## src/rtl/skrt_pkg.sv

```systemverilog
// shared types and constants for the sorted keyed record table
`timescale 1ns / 1ps
package skrt_pkg;
  localparam int CAPACITY_DEF = 32;
  localparam int KEY_BYTES_DEF = 24;
  localparam int REC_W = 64 * 6 + 2 + 32;

  localparam logic [1:0] OP_INSERT = 2'd0;
  localparam logic [1:0] OP_REMOVE = 2'd1;
  localparam logic [1:0] OP_DUMP = 2'd2;

  localparam logic [2:0] ST_INSERTED = 3'd0;
  localparam logic [2:0] ST_DUPLICATE = 3'd1;
  localparam logic [2:0] ST_FULL = 3'd2;
  localparam logic [2:0] ST_REMOVED = 3'd3;
  localparam logic [2:0] ST_NOTFOUND = 3'd4;
  localparam logic [2:0] ST_EMPTY = 3'd5;
  localparam logic [2:0] ST_ENTRY = 3'd6;

  // controller to datapath
  typedef struct packed {
    logic load;
    logic rd;
    logic wr;
    logic wr_new;
    logic move_up;
    logic inc;
    logic dec;
    logic emit;
    logic emit_rec;
    logic last;
    logic [2:0] status;
  } ctl_t;

  // datapath to controller
  typedef struct packed {
    logic rd_valid;
    logic lt;
    logic eq;
  } sts_t;

  function automatic logic [63:0] key_mask(input int w, input int key_bytes);
    int bytes;
    logic [63:0] m;
    bytes = key_bytes - 8 * w;
    if (bytes <= 0) m = '0;
    else if (bytes >= 8) m = '1;
    else m = ~((64'd1 << (64 - 8 * bytes)) - 64'd1);
    return m;
  endfunction
endpackage

```

## src/rtl/skrt_ctrl.sv

```systemverilog
// sequencer for insert, remove and dump
`timescale 1ns / 1ps
module skrt_ctrl #(
  parameter int CAPACITY = skrt_pkg::CAPACITY_DEF,
  localparam int IW = (CAPACITY > 1) ? $clog2(CAPACITY) : 1,
  localparam int CW = $clog2(CAPACITY + 1)
) (
  input  logic clk,
  input  logic rst,
  input  logic start,
  output logic busy,
  input  logic [1:0] op,
  input  logic [CW-1:0] count,
  input  skrt_pkg::sts_t sts,
  output skrt_pkg::ctl_t ctl,
  output logic [IW-1:0] rd_addr,
  output logic [IW-1:0] wr_addr
);
  localparam logic [2:0] S_IDLE = 3'd0;
  localparam logic [2:0] S_DISP = 3'd1;
  localparam logic [2:0] S_SRCH = 3'd2;
  localparam logic [2:0] S_SHUP = 3'd3;
  localparam logic [2:0] S_SHDN = 3'd4;
  localparam logic [2:0] S_DUMP = 3'd5;

  logic [2:0] state, state_next;
  logic [CW-1:0] idx, idx_next;
  logic [CW-1:0] pos, pos_next;

  always_ff @(posedge clk) begin
    if (rst) begin
      state <= S_IDLE;
      idx <= '0;
      pos <= '0;
    end else begin
      state <= state_next;
      idx <= idx_next;
      pos <= pos_next;
    end
  end

  assign busy = state != S_IDLE;

  always_comb begin
    state_next = state;
    idx_next = idx;
    pos_next = pos;
    ctl = '0;
    rd_addr = idx[IW-1:0];
    wr_addr = idx[IW-1:0];
    unique case (state)
      S_IDLE: begin
        if (start) begin
          ctl.load = 1'b1;
          state_next = S_DISP;
        end
      end
      S_DISP: begin
        idx_next = '0;
        if (op == skrt_pkg::OP_DUMP || op == skrt_pkg::OP_REMOVE) begin
          if (count == '0) begin
            ctl.emit = 1'b1;
            ctl.last = 1'b1;
            ctl.status = skrt_pkg::ST_EMPTY;
            state_next = S_IDLE;
          end else begin
            ctl.rd = 1'b1;
            rd_addr = '0;
            state_next = (op == skrt_pkg::OP_DUMP) ? S_DUMP : S_SRCH;
          end
        end else if (op == skrt_pkg::OP_INSERT) begin
          if (count == '0) begin
            ctl.wr = 1'b1;
            ctl.wr_new = 1'b1;
            wr_addr = '0;
            ctl.inc = 1'b1;
            ctl.emit = 1'b1;
            ctl.last = 1'b1;
            ctl.status = skrt_pkg::ST_INSERTED;
            state_next = S_IDLE;
          end else begin
            ctl.rd = 1'b1;
            rd_addr = '0;
            state_next = S_SRCH;
          end
        end else begin
          state_next = S_IDLE;
        end
      end
      S_SRCH: begin
        if (sts.rd_valid) begin
          if (op == skrt_pkg::OP_INSERT && (sts.lt || sts.eq)) begin
            if (sts.eq || count == CW'(CAPACITY)) begin
              ctl.emit = 1'b1;
              ctl.last = 1'b1;
              ctl.status = sts.eq ? skrt_pkg::ST_DUPLICATE : skrt_pkg::ST_FULL;
              state_next = S_IDLE;
            end else begin
              pos_next = idx;
              idx_next = count;
              ctl.rd = 1'b1;
              rd_addr = IW'(count - CW'(1));
              state_next = S_SHUP;
            end
          end else if (op == skrt_pkg::OP_REMOVE && sts.eq) begin
            idx_next = idx + CW'(1);
            if (idx + CW'(1) == count) begin
              ctl.dec = 1'b1;
              ctl.emit = 1'b1;
              ctl.last = 1'b1;
              ctl.status = skrt_pkg::ST_REMOVED;
              state_next = S_IDLE;
            end else begin
              ctl.rd = 1'b1;
              rd_addr = IW'(idx + CW'(1));
              state_next = S_SHDN;
            end
          end else if (idx + CW'(1) == count) begin
            if (op == skrt_pkg::OP_REMOVE) begin
              ctl.emit = 1'b1;
              ctl.last = 1'b1;
              ctl.status = skrt_pkg::ST_NOTFOUND;
              state_next = S_IDLE;
            end else if (count == CW'(CAPACITY)) begin
              ctl.emit = 1'b1;
              ctl.last = 1'b1;
              ctl.status = skrt_pkg::ST_FULL;
              state_next = S_IDLE;
            end else begin
              ctl.wr = 1'b1;
              ctl.wr_new = 1'b1;
              wr_addr = IW'(count);
              ctl.inc = 1'b1;
              ctl.emit = 1'b1;
              ctl.last = 1'b1;
              ctl.status = skrt_pkg::ST_INSERTED;
              state_next = S_IDLE;
            end
          end else begin
            idx_next = idx + CW'(1);
            ctl.rd = 1'b1;
            rd_addr = IW'(idx + CW'(1));
          end
        end
      end
      S_SHUP: begin
        // idx is the slot written, holding entry idx-1
        if (sts.rd_valid) begin
          ctl.wr = 1'b1;
          wr_addr = IW'(idx);
          idx_next = idx - CW'(1);
          if (idx - CW'(1) != pos) begin
            ctl.rd = 1'b1;
            rd_addr = IW'(idx - CW'(2));
          end
        end else begin
          // no read in flight: the new record goes into the freed slot
          ctl.wr = 1'b1;
          ctl.wr_new = 1'b1;
          wr_addr = IW'(pos);
          ctl.inc = 1'b1;
          ctl.emit = 1'b1;
          ctl.last = 1'b1;
          ctl.status = skrt_pkg::ST_INSERTED;
          state_next = S_IDLE;
        end
      end
      S_SHDN: begin
        if (sts.rd_valid) begin
          ctl.wr = 1'b1;
          wr_addr = IW'(idx - CW'(1));
          idx_next = idx + CW'(1);
          if (idx + CW'(1) == count) begin
            ctl.dec = 1'b1;
            ctl.emit = 1'b1;
            ctl.last = 1'b1;
            ctl.status = skrt_pkg::ST_REMOVED;
            state_next = S_IDLE;
          end else begin
            ctl.rd = 1'b1;
            rd_addr = IW'(idx + CW'(1));
          end
        end
      end
      S_DUMP: begin
        if (sts.rd_valid) begin
          ctl.emit = 1'b1;
          ctl.emit_rec = 1'b1;
          ctl.status = skrt_pkg::ST_ENTRY;
          idx_next = idx + CW'(1);
          if (idx + CW'(1) == count) begin
            ctl.last = 1'b1;
            state_next = S_IDLE;
          end else begin
            ctl.rd = 1'b1;
            rd_addr = IW'(idx + CW'(1));
          end
        end
      end
      default: state_next = S_IDLE;
    endcase
  end
endmodule

```

## config.mk

```make
export PLATFORM = sky130hd
export DESIGN_NAME = skrt_ctrl
export DESIGN_NICKNAME = d
export VERILOG_FILES = /design/src/rtl/skrt_pkg.sv /design/src/rtl/skrt_ctrl.sv
export SDC_FILE = /design/constraint.sdc
export NUM_CORES = 1
export LEC_CHECK = 0
export BUFFER_PORTS_ARGS = -buffer_cell sky130_fd_sc_hd__buf_2
export CORE_MARGIN = 3
export CORE_UTILIZATION = 45
export DETAILED_ROUTE_END_ITERATION = 8
export GPL_TIMING_DRIVEN = 0
export PLACE_DENSITY = 0.68
export SLEW_MARGIN = 20
export SYNTH_ARGS = -nofsm -noshare
export SYNTH_HDL_FRONTEND = slang
export SYNTH_SLANG_ARGS = --single-unit
export TNS_END_PERCENT = 20
```

## constraint.sdc

```tcl
create_clock -name clk -period 3.4 [get_ports clk]
set_clock_uncertainty 0.2 [all_clocks]
set_input_delay 0.17 -clock clk [delete_from_list [all_inputs] [get_ports clk]]
set_output_delay 0.17 -clock clk [all_outputs]
set_load 0.02 [all_outputs]
```

# After elaboration in Yosys (flattened, before gate mapping)
# Index checks and enable logic that the tools add are counted.
# word_totals
regBits	15
in_bits	14
output_inout_bits	24
word_cells	147
# classes
add_sub_neg	4
n_eq_ne	17
mux	108
bitwise	1
reduce_logical	14
# op_table
op	count
$mux W5	21
$mux W4	12
$mux W6	8
$mux W3	15
$pmux W5 S4	2
$mux W2	16
$mux W1	25
$pmux W6 S4	1
$pmux W4 S5	1
$pmux W3 S5	1
$pmux W1 S5	2
$ne A2 B2 Y1 const B	4
$reduce_and A4 Y1	2
$add A6 B1 Y6 const B	1
$eq A3 B2 Y1 const B	2
$eq A3 B3 Y1 const B	2
$eq A6 B6 Y1	1
$eq A6 B6 Y1 const B	1
$logic_not A6 Y1	1
$ne A6 B6 Y1	1
$pmux W1 S3	2
$reduce_and A6 Y1	1
$sub A6 B1 Y6 const B	1
$sub A5 B1 Y5 const B	1
other kinds (17)	20

# Logic depth before layout (Yosys ltp)
# Gate-level depths: netlist (run 1).
# depth
depth_word	8
ltp_mapped	14
ltp_nobuf	9

# Worst setup path before layout (run 1)
# OpenSTA, ideal clock, no wires.
# synth_timing
path_type	reg-to-output
startpoint	register idx[0]
endpoint	output wr_addr[3]
arrival_ps	3236
t_required_ps	3030
path_slack_ps	-206
stages_incl_launch_ff	14
path_buffers	4
path_cell_list	dfxtp_1 -> buf_4 -> clkbuf_1 -> inv_1 -> ha_1 -> buf_1 -> xnor2_1 -> o31a_1 -> nand4_1 -> or2_1 -> or4_4 -> buf_2 -> a21oi_1 -> a2bb2oi_1
# synth_between
elab_chain_len	7
elab_cells_between_ends	9
classes_between	add/sub: 2; eq/ne: 1; mux: 6
# synth_rtl
item	line_no	rtl
start, declared	skrt_ctrl.sv:27	logic [CW-1:0] idx, idx_next;
start signal, assigned	skrt_ctrl.sv:37	idx <= idx_next;
$add A6 B1 Y6	-	
$eq A6 B6 Y1	skrt_ctrl.sv:118	end else if (idx + CW'(1) == count) begin
$mux W5	skrt_ctrl.sv:118	
$mux W5	skrt_ctrl.sv:105	end else if (op == skrt_pkg::OP_REMOVE && sts.eq) begin
$mux W5	skrt_ctrl.sv:92	if (op == skrt_pkg::OP_INSERT && (sts.lt || sts.eq)) begin
$mux W5	skrt_ctrl.sv:91	if (sts.rd_valid) begin
$pmux W5 S4 *	skrt_ctrl.sv:51	unique case (state)
end, declared	skrt_ctrl.sv:17	output logic [IW-1:0] wr_addr
# Mark *: on every way between the ends. The rest lies on a longest branch, timed or not.

# Final worst setup path (run 1)
# layout_timing
startpoint	register idx[0]
endpoint	output rd_addr[3]
# layout_between
elab_chain_len	6
elab_cells_between_ends	12
classes_between	add/sub: 3; eq/ne: 2; mux: 7
# layout_rtl
item	line_no	rtl
$add A6 B1 Y6	-	
$eq A6 B6 Y1	-	
$mux W5	-	
$mux W5	skrt_ctrl.sv:92	
$mux W5	skrt_ctrl.sv:91	
$pmux W5 S4 *	skrt_ctrl.sv:51	
end, declared	skrt_ctrl.sv:16	output logic [IW-1:0] rd_addr,
# Marked as above.

==> results of run 1 <==
[cells in the mapped netlist (3+ instances only)]
master     instances
o31ai_1            5
a2bb2oi_1          5
o22a_1             3
nand2_1           28
nand2b_1           6
a31oi_1            9
a211oi_1           3
a311oi_1           3
a21oi_1           36
nor3_1             9
o21ai_0           21
o211ai_1           5
a21o_1             4
clkbuf_1          22
and2_1             4
xnor2_1           12
ha_1              12
or3_1              3
buf_2              5
nor2_1            41
mux2i_1            5
and3_1            10
inv_1             14
dfxtp_1           15
nor2b_1            7
nand3_1           10
buf_1              3
a22oi_1            4
buf_4              4
nand4_1            3
a221oi_1           3
o221ai_1           3
a21boi_0           4
xor2_1             7
o21ai_1            8
o22ai_1            7
[sequential cells by signal, summed over array words and instances (netlist names)]
| name | flops |
|---|---|
| idx | 6 |
| pos | 6 |
| state | 3 |
[through the flow]
step | instances | utilization, %
global route | 508 | 61.3
global placement | 490 | 53.9
CTS | 505 | 59.1
detailed placement | 490 | 53.9
floorplan | 387 | -
finish | 508 | 61.3
[final cells by class]
| cell class | count | area share, % |
|---|---|---|
| Timing Repair Buffer | 49 | 9.88 |
| Sequential cell | 15 | 9.26 |
| Clock inverter | 1 | 0.153 |
| Buffer | 32 | 5.67 |
| Multi-Input combinational cell | 324 | 69.3 |
| Tap cell | 70 | 2.68 |
| Inverter | 14 | 1.84 |
| Clock buffer | 3 | 1.26 |
[critical path, stage by stage (launching register included)]
cell,delay [ns]
dfxtp_2,0.34
buf_6,0.11
clkbuf_16,0.13
clkinvlp_4,0.11
ha_4,0.32
xnor2_2,0.11
o31a_1,0.17
nand4_1,0.09
nor2_1,0.61
nor3_1,0.13
mux2i_1,0.15
or4_1,0.43
buf_2,0.18
[what timing repair did]
action | 4_1_cts | 5_1_grt
setup endpoints to repair | 29 | 18
pin swaps | 7 | 6
hold buffers | 1 | 0
hold endpoints to repair | 5 | 0
buffers inserted | 10 | 4
gates cloned | 1 | 0
resized for setup | 38 | 17
[report_power, final]
| part | switching (W) | leakage (nW) | internal (W) |
|---|---|---|---|
| Clock | 0.0000749 | 0.0255 | 0.0000816 |
| Sequential | 0.0000214 | 0.122 | 0.000196 |
| Combinational | 0.000810 | 1.13 | 0.000600 |
[kinds of logic after synthesis]
group	count (synthesis)	synth area share, %
adders and majority gates	12	5.80
and+or+nand+nor	138	27.3
muxes	8	3.24
DFF	15	11.6
AOI/OAI and AO/OA	146	37.7
other	1	0.145
buffers and inverters	48	7.78
xor gates and xnor gates	19	6.43
[how the worst max path moves through the flow]
stage,startpoint,to,cells after the start
floorplan,idx[0]$_SDFFE_PP0P_,wr_addr[3],13
global placement,idx[1]$_SDFFE_PP0P_,wr_addr[3],13
detailed placement,idx[1]$_SDFFE_PP0P_,wr_addr[0],13
CTS,idx[2]$_SDFFE_PP0P_,rd_addr[3],11
global route,idx[0]$_SDFFE_PP0P_,rd_addr[3],12
finish,idx[0]$_SDFFE_PP0P_,rd_addr[3],12
[cell usage in the layout, fill, tap and decap left out, types with 4 or more instances in the layout]
cell type,netlist,routed
nor2_1,41,41
a21oi_1,36,31
buf_2,5,28
nand2_1,28,28
buf_4,4,22
o21ai_0,21,21
clkbuf_1,22,19
dfxtp_1,15,13
inv_1,14,11
xnor2_1,12,11
ha_1,12,11
nand3_1,10,10
and3_1,10,10
a31oi_1,9,9
nor3_1,9,9
buf_6,0,6
nor2b_1,7,6
nand2b_1,6,6
xor2_1,7,6
o22ai_1,7,6
o211ai_1,5,5
a21oi_2,0,5
a2bb2oi_2,0,5
o21ai_1,8,5
mux2i_1,5,5
a21o_1,4,4
and2_1,4,4
clkbuf_8,0,4
a21boi_0,4,4
o31ai_1,5,4
a22oi_1,4,4
[metal layers]
layer	wire length, microns	up-vias	GRT usage [%]
li1	-	1542	-
met4	345	0	14.6
met1	4300	1633	42.4
met5	0	-	0
met3	1280	36	6.80
met2	4520	264	47.6
==> metrics.md, run 1 <==
| Metric | Value |
|---|---|
| Status | `complete, but fails checks` |
| Violated checks | `setup timing` |
| Post-synth top area share | `11.6%` |
| Pin count of the biggest net entering global routing | `11` |
| Clock period minus worst slack | `3.53 ns` |
| Hold_ws | `~0.28 ns` |
| Initial antenna violation count | `0` |
| CP Class | `flip-flop to output pin` |
| Core Rows | `26` |
| Cells on Worst Hold Path | `3` |
| Total GRT Usage | `a little under a third` |
| Arr. time, crit path | `3.16 ns` |
| Slew margin rel. | `34.1%` |
| Setup-failing EPs final | `11` |
| FF-to-FF End | `pos[3]$_SDFFE_PP0P_` |
| Vias per inst | `6.84` |
| Part of the cycle the worst path needs | `104%` |
| Nets | `465` |
| Vert. Die Dim | `81.9 microns` |
| Antenna Cells | `0` |
| Max rail drop VDD | `0.000444 V` |
| Port buffer count | `33` |
| Number of synthesis warnings | `0` |
| First DRT Iteration DRCs | `587` |
| Setup TNS | `-0.542 ns` |
| EDFF count, synth | `0` |
| Core area | `between 0.005 and 0.006 sq mm` |
| Synth Cell Area | `0.00259 sq mm` |
| Antenna Nets Post-Route | `0` |
| Reg-to-reg slack, setup | `0.44 ns` |
| Yosys cell types | `69` |
| Worst setup margin | `-0.131 ns` |
| Vias in the first global route | `3076` |
| Share of cells above drive strength 1 | `23.5%` |
| Filler Cells Inserted | `514` |
| Tightest Pin Transition | `slightly below 1 ns` |
| CTS H-tree lvls | `1` |
| Syn Inst Count | `387` |
| Total grt overflow | `0` |
| Post-DP HPWL | `7330 microns` |
| Final hold violations | `0` |
| Power per cell area | `between 500 and 600 mW/mm^2` |
| Die W | `roughly 82 microns` |
| Clk pin slew, worst setup/hold paths | `0.07 ns` |
| Routability cong. | `1.05` |
| Area occupied by registers | `roughly 300 sq um` |
| CTS root buf | `clkbuf_8` |
| Drt total wl | `10400 microns` |
| Multi-input combinational cell area | `0.00226 sq mm` |
| DRC viols | `0` |
| #FFs+latches synth | `15` |
| CP Launch Type | `flip-flop` |
| Most used DFF post-synth | `dfxtp_1` |
| Slew Limit Fails | `0` |
| Clock Path Buffers | `2` |
| Seq/Total Area, Yosys | `11.6%` |
| Synth area leaders | `dfxtp_1, a21oi_1, nor2_1` |
| Vias | `3475` |
| Worst skew pair latency | `0.26 ns` |
| Die Area | `about 0.0067 sq mm` |
| # IOs | `38` |
| Crit-path max FO | `9` |
| Worst hold endpoint | `idx[0]$_SDFFE_PP0P_` |
| Reg2reg path depth | `8` |
| Mapped Nets | `413` |
| Starting Density | `between 40% and 50%` |
| Syn avg cell area | `around 6.7 sq um` |
| Leading area contributor after synthesis | `dfxtp_1` |
| Reg2reg start | `state[1]$_SDFFE_PP0P_` |
| Finished layout cell area | `0.00327 sq mm` |
| Pwr Total | `0.00178 W` |
| F_max | `283 MHz` |
| Pre-CTS setup slack | `-0.630 ns` |
| Leak Pwr | `1.28 nW` |
| Area delta synth->final | `26.2%` |
| FFs w/ async S/R, synth | `0%` |
| Placed Area | `0.00288 sq mm` |
| CTS Sinks | `15` |
| # Max-Cap Violations | `0` |
| CTS buffer count | `3` |
| RSZ-0062 raised after global routing | `true` |
| CTS tree | `done` |
| First-pass GRT wire length | `16200 microns` |
| Crit. End Element | `output pin` |
| Wire per inst | `between 20 and 25 microns` |
| Hold Path Class | `input pin to flip-flop` |
| Data required time of the worst path | `3.03 ns` |
| Drt pass-1 iters | `6` |
| Hold Startpoint | `count[0]` |
No activity file was read; power rests on OpenSTA's default activity.
==> run 2: changes to the inputs <==
- clock period: 3.4 -> 3 ns (I/O delays scaled with it)
==> metrics.md, run 2 (synthesized netlist as in run 1, its figures left out) <==
| Metric | Value |
|---|---|
| Total GRT Usage | `33.0% (+1.5 points)` |
| Drt total wl | `11100 microns (+6.6%)` |
| Core Rows | `26 (unchanged)` |
| Area delta synth->final | `39.9%` |
| DRC viols | `0 (unchanged)` |
| Routability cong. | `0.986 (-6.3%)` |
| Vias in the first global route | `3037 (-1.3%)` |
| CTS H-tree lvls | `1 (unchanged)` |
| Clock Path Buffers | `2 (unchanged)` |
| Port buffer count | `33 (unchanged)` |
| Data required time of the worst path | `2.65 ns (-0.38 ns)` |
| Worst setup margin | `-0.343 ns (-0.213 ns)` |
| Leak Pwr | `1.39 nW (+8.2%)` |
| Setup TNS | `-4.96 ns (-4.42 ns)` |
| Die W | `81.9 microns (unchanged)` |
| Clock period minus worst slack | `between 3 and 4 ns` |
| Starting Density | `48.5% (unchanged)` |
| Status | `complete, but fails checks` |
| Nets | `471 (+1.3%)` |
| Total grt overflow | `0 (unchanged)` |
| CTS root buf | `clkbuf_8` |
| Setup-failing EPs final | `21 (+10)` |
| Tightest Pin Transition | `1.03 ns (+0.0470 ns)` |
| Part of the cycle the worst path needs | `111%` |
| Crit-path max FO | `3 (-6)` |
| Most frequent cells in the layout | `nor2_1, a21oi_1, nand2_1` |
| Post-DP HPWL | `7870 microns (+7.3%)` |
| Die Area | `0.00670 sq mm (unchanged)` |
| Max rail drop VDD | `0.000470 V (+5.9%)` |
| Slew margin rel. | `30.9% (-3.1 points)` |
| Vert. Die Dim | `81.9 microns (unchanged)` |
| Power per cell area | `649 mW/mm^2 (+19%)` |
| Fin cells | `514 (+1.2%)` |
| Clk pin slew, worst setup/hold paths | `0.08 ns (about the same)` |
| CTS buffer count | `3 (unchanged)` |
| Initial antenna violation count | `0 (unchanged)` |
| Wire per inst | `21.6 microns (+5.3%)` |
| Arr. time, crit path | `2.99 ns (-0.17 ns)` |
| Hold Path Class | `input pin to flip-flop` |
| Vias | `3451 (-0.69%)` |
| CTS Sinks | `15 (unchanged)` |
| Core area | `0.00534 sq mm (unchanged)` |
| First-pass GRT wire length | `16700 microns (+3.2%)` |
| Placed cells | `490 (unchanged)` |
| Pwr Total | `0.00235 W (+32%)` |
| Antenna Nets Post-Route | `0 (unchanged)` |
| CP Class | `flip-flop to output pin` |
| # IOs | `38 (unchanged)` |
| CP Launch Type | `flip-flop` |
| Violated checks | `setup timing` |
| # Max-Cap Violations | `0 (unchanged)` |
| Biggest regs | `idx: 6 flops, pos: 6 flops, state: 3 flops` |
| Commonest non-fill, non-tap cell in the layout | `nor2_1` |
| Crit. End Element | `output pin` |
| Pin count of the biggest net entering global routing | `11 (unchanged)` |
| F_max | `299 MHz` |
| Worst skew pair latency | `0.26 ns (about the same)` |
| Pre-CTS setup slack | `-0.497 ns (+0.133 ns)` |
| First DRT Iteration DRCs | `460 (-22%)` |
| CTS tree | `done` |
| RSZ-0062 raised after global routing | `true` |
| Antenna Cells | `0 (unchanged)` |
| Hold_ws | `0.249 ns (-0.0327 ns)` |
| Final hold violations | `0 (unchanged)` |
| Drt pass-1 iters | `5 (-1)` |
| Slew Limit Fails | `0 (unchanged)` |
| Share of cells above drive strength 1 | `28.8% (+5.3 points)` |
| Vias per inst | `6.71 (-1.8%)` |
## run 2: changes by cell type in the layout (fill, tap and decap cells not counted), moves of 3 or more
cell	change
a21oi_2	-4
a21oi_4	+5
a2bb2oi_2	-5
a2bb2oi_4	+5
buf_2	-6
buf_6	+8
nor2_1	-3
nor2_4	+3
## run 2: cell type report
type / count / area [sq um]
clock buffers: 3 / 41.3
repair buffers: 55 / 428
fillers: 476 / 1710
inverters: 14 / 63.8
flip-flops and latches: 15 / 303
clock inverters: 1 / 5.00
well taps: 70 / 87.6
multi-input cells: 324 / 2480
plain buffers: 32 / 211
## run 2: worst paths after layout
| check | startpoint | end | slack (ns) | cells past startpoint |
|---|---|---|---|---|
| setup / recovery | idx[0]$_SDFFE_PP0P_ | ctl[9] | -0.34 | 14 |
| hold / removal | count[0] | idx[0]$_SDFFE_PP0P_ | 0.25 | 3 |
| setup reg to reg | state[1]$_SDFFE_PP0P_ | idx[2]$_SDFFE_PP0P_ | -0.01 | 7 |
| hold reg to reg | pos[0]$_SDFFE_PP0P_ | pos[0]$_SDFFE_PP0P_ | 0.34 | 2 |
## run 2: through the flow
stage	utilization, %	instance area [sq um]
3_3_place_gp	57.3	3060
4_1_cts	65.6	3500
5_1_grt	67.9	3620
2_1_floorplan	-	2800
6_report	67.9	3620
3_5_place_dp	57.3	3060
## run 2: layer usage
metal | wire length (microns) | vias to the layer above | global-route usage, %
met1 | 4670 | 1596 | 47.2
met5 | 0 | - | 0
met4 | 228 | 0 | 5.32
met3 | 1320 | 35 | 6.36
li1 | - | 1562 | -
met2 | 4910 | 258 | 51.9
## run 2: timing repair
action,CTS,global route
pin swaps,15,13
setup buffers,16,4
gates cloned,1,0
hold buffers,1,0
hold endpoints to repair,5,0
setup endpoints to repair,24,32
gates resized for setup,63,21
## run 2: power by group
part / switching [W] / internal (W) / leakage (nW)
Sequential: 0.0000244 / 0.000222 / 0.122
Combinational: 0.00108 / 0.000839 / 1.24
Clock: 0.0000891 / 0.0000925 / 0.0255
Total: 0.00120 / 0.00115 / 1.39
## run 2: worst max-delay path, cell delays in order, from the launching register on
cell and delay, ns:
dfxtp_2 0.36, buf_8 0.10, clkbuf_16 0.13, inv_8 0.04
ha_4 0.28, xnor2_2 0.10, o31a_1 0.18, nand4_1 0.13
or2_4 0.28, or4_4 0.49, buf_6 0.16, nor2_4 0.07
o32a_1 0.19, buf_6 0.11, buf_6 0.10
==> run 3: changes to the inputs <==
- PLACE_DENSITY: 0.68 -> unset
- PLACE_DENSITY_LB_ADDON: unset -> 0.1
==> metrics.md, run 3 (synthesized netlist as in run 1, its figures left out) <==
| Metric | Value |
|---|---|
| Status | `complete, but fails checks` |
| Violated checks | `setup timing` |
| DRC viols | `0 (unchanged)` |
| Tightest Pin Transition | `0.659 ns (-0.374 ns)` |
| Commonest non-fill, non-tap cell in the layout | `nor2_1` |
| Placed Area | `0.00306 sq mm (unchanged)` |
| Worst skew pair latency | `0.26 ns (about the same)` |
| Share of cells above drive strength 1 | `27.0% (-1.8 points)` |
| Area delta synth->final | `35.6%` |
| Post-DP HPWL | `7970 microns (+1.3%)` |
| Slew Limit Fails | `0 (unchanged)` |
| CP Class | `flip-flop to output pin` |
| Part of the cycle the worst path needs | `115% (+4.0 points)` |
| Nets | `467 (-0.85%)` |
| Leak Pwr | `1.35 nW (-2.8%)` |
| Pwr Total | `0.00229 W (-2.6%)` |
| Crit-path max FO | `3 (unchanged)` |
| F_max | `289 MHz (-3.5%)` |
| Slew margin rel. | `56.0% (+25 points)` |
| Fin util | `65.8% (-2.1 points)` |
| Vias in the first global route | `3052 (+0.49%)` |
| Hold Path Class | `input pin to flip-flop` |
| Vias | `3407 (-1.3%)` |
| First DRT Iteration DRCs | `379 (-18%)` |
| Cells along the critical path | `buf_8, clkbuf_16, inv_6, ha_4, nor3b_4, xor2_2, and3_1, o311a_4, buf_4, o31ai_1, nor4bb_2, o22ai_1, buf_2` |
| Total grt overflow | `0 (unchanged)` |
| Die Area | `0.00670 sq mm (unchanged)` |
| Initial antenna violation count | `0 (unchanged)` |
| Core Rows | `26 (unchanged)` |
| Worst path bufs/invs | `5 (-1)` |
| Crit. End Element | `output pin` |
| CTS Sinks | `15 (unchanged)` |
| Pin count of the biggest net entering global routing | `11 (unchanged)` |
| Setup-failing EPs final | `25 (+19%)` |
| Most frequent cells in the layout | `nor2_1, a21oi_1, nand2_1` |
| # Max-Cap Violations | `0 (unchanged)` |
| Clk pin slew, worst setup/hold paths | `0.07 ns (about the same)` |
| RSZ-0062 raised after global routing | `true` |
| CTS tree | `done` |
| Biggest regs | `idx: 6 flops, pos: 6 flops, state: 3 flops` |
| Pre-CTS setup slack | `-0.461 ns (+0.0370 ns)` |
| First-pass GRT wire length | `16700 microns (-0.37%)` |
| Total GRT Usage | `33.1% (+0.068 points)` |
| Wire per inst | `21.4 microns (-1.2%)` |
| Clock period minus worst slack | `3.46 ns (+0.120 ns)` |
| CTS buffer count | `3 (unchanged)` |
| Routability cong. | `0.976 (-0.98%)` |
| Kind of cell adding the most delay to the critical path | `compound AO/OA/AOI/OAI gates` |
| Drt total wl | `10900 microns (-2.0%)` |
| CTS H-tree lvls | `1 (unchanged)` |
| Vias per inst | `6.68 (-0.50%)` |
| Final hold violations | `0 (unchanged)` |
| Core area | `0.00534 sq mm (unchanged)` |
| Arr. time, crit path | `3.11 ns (+0.12 ns)` |
| Clock Path Buffers | `2 (unchanged)` |
| Port buffer count | `33 (unchanged)` |
| Worst setup margin | `-0.464 ns (-0.120 ns)` |
| Antenna Cells | `0 (unchanged)` |
| Antenna Nets Post-Route | `0 (unchanged)` |
| CP max stage delay | `0.40 ns (-0.09 ns)` |
| # IOs | `38 (unchanged)` |
| Data required time of the worst path | `2.65 ns (about the same)` |
| Die W | `81.9 microns (unchanged)` |
| Vert. Die Dim | `81.9 microns (unchanged)` |
| Max rail drop VDD | `0.000490 V (+4.2%)` |
| Power per cell area | `652 mW/mm^2 (+0.57%)` |
| Finished layout cell area | `0.00351 sq mm (-3.1%)` |
| CTS root buf | `clkbuf_8` |
| Crit-path slowest cell | `o311a_4` |
| Starting Density | `48.5% (unchanged)` |
| CP Launch Type | `flip-flop` |
| Drt pass-1 iters | `5 (unchanged)` |
## run 3: cell types whose count changed in the layout (fill, tap and decap cells not counted), sizes merged
cell	change
buf	-2
clkbuf	-2
## run 3: timing repair
action                     CTS  global route
gates cloned                 1             0
buffers inserted            14             2
resized for setup           52            15
hold buffers                 1             0
pin swaps                   11             6
hold endpoints to repair     5             0
setup endpoints to repair   26            33
## run 3: power by group
group / switching, W / internal, W
sequential: 0.0000274 / 0.000224
combinational: 0.00105 / 0.000806
clock: 0.0000873 / 0.0000925
total: 0.00117 / 0.00112
## run 3: routing by layer
| metal | global-route usage, % | part of all wire (%) | vias up |
|---|---|---|---|
| met2 | 50.6 | 44 | 228 |
| met1 | 46.2 | 43 | 1609 |
| met5 | 0 | 0 | - |
| met4 | 9.14 | 2.0 | 0 |
| met3 | 7.68 | 12 | 19 |
| li1 | - | - | 1551 |
## run 3: final cells by class
type	instances	area [sq um]
buffer	32	205
clock buffer	3	41.3
clock inverter	1	5.00
sequential	15	305
inverter	14	61.3
timing repair buffer	51	383
multi-input combinational	324	2420
tap	70	87.6
fill	494	1820
## run 3: path summary, 6_finish.rpt
check / from / endpoint / slack, ns / cells after the start
max reg2reg: state[1]$_SDFFE_PP0P_ / pos[2]$_SDFFE_PP0P_ / -0.02 / 8
max: idx[0]$_SDFFE_PP0P_ / rd_addr[4] / -0.46 / 13
min: count[0] / idx[0]$_SDFFE_PP0P_ / 0.22 / 3
min reg2reg: pos[5]$_SDFFE_PP0P_ / pos[5]$_SDFFE_PP0P_ / 0.33 / 2
## run 3: through the flow
stage | hold WS, ns | cells | setup TNS, ns
floorplan | 0.0153 | 387 | -0.0120
global placement | 0.233 | 490 | -4.97
detailed placement | 0.240 | 490 | -5.33
CTS | 0.210 | 508 | -5.14
global route | 0.226 | 510 | -9.68
finish | 0.219 | 510 | -6.29
## run 3: worst min-delay path, delay by kind of cell
kind,cells,cell delay (ns)
AO/OA/AOI/OAI,2,0.27
buffers and inverters,1,0.21
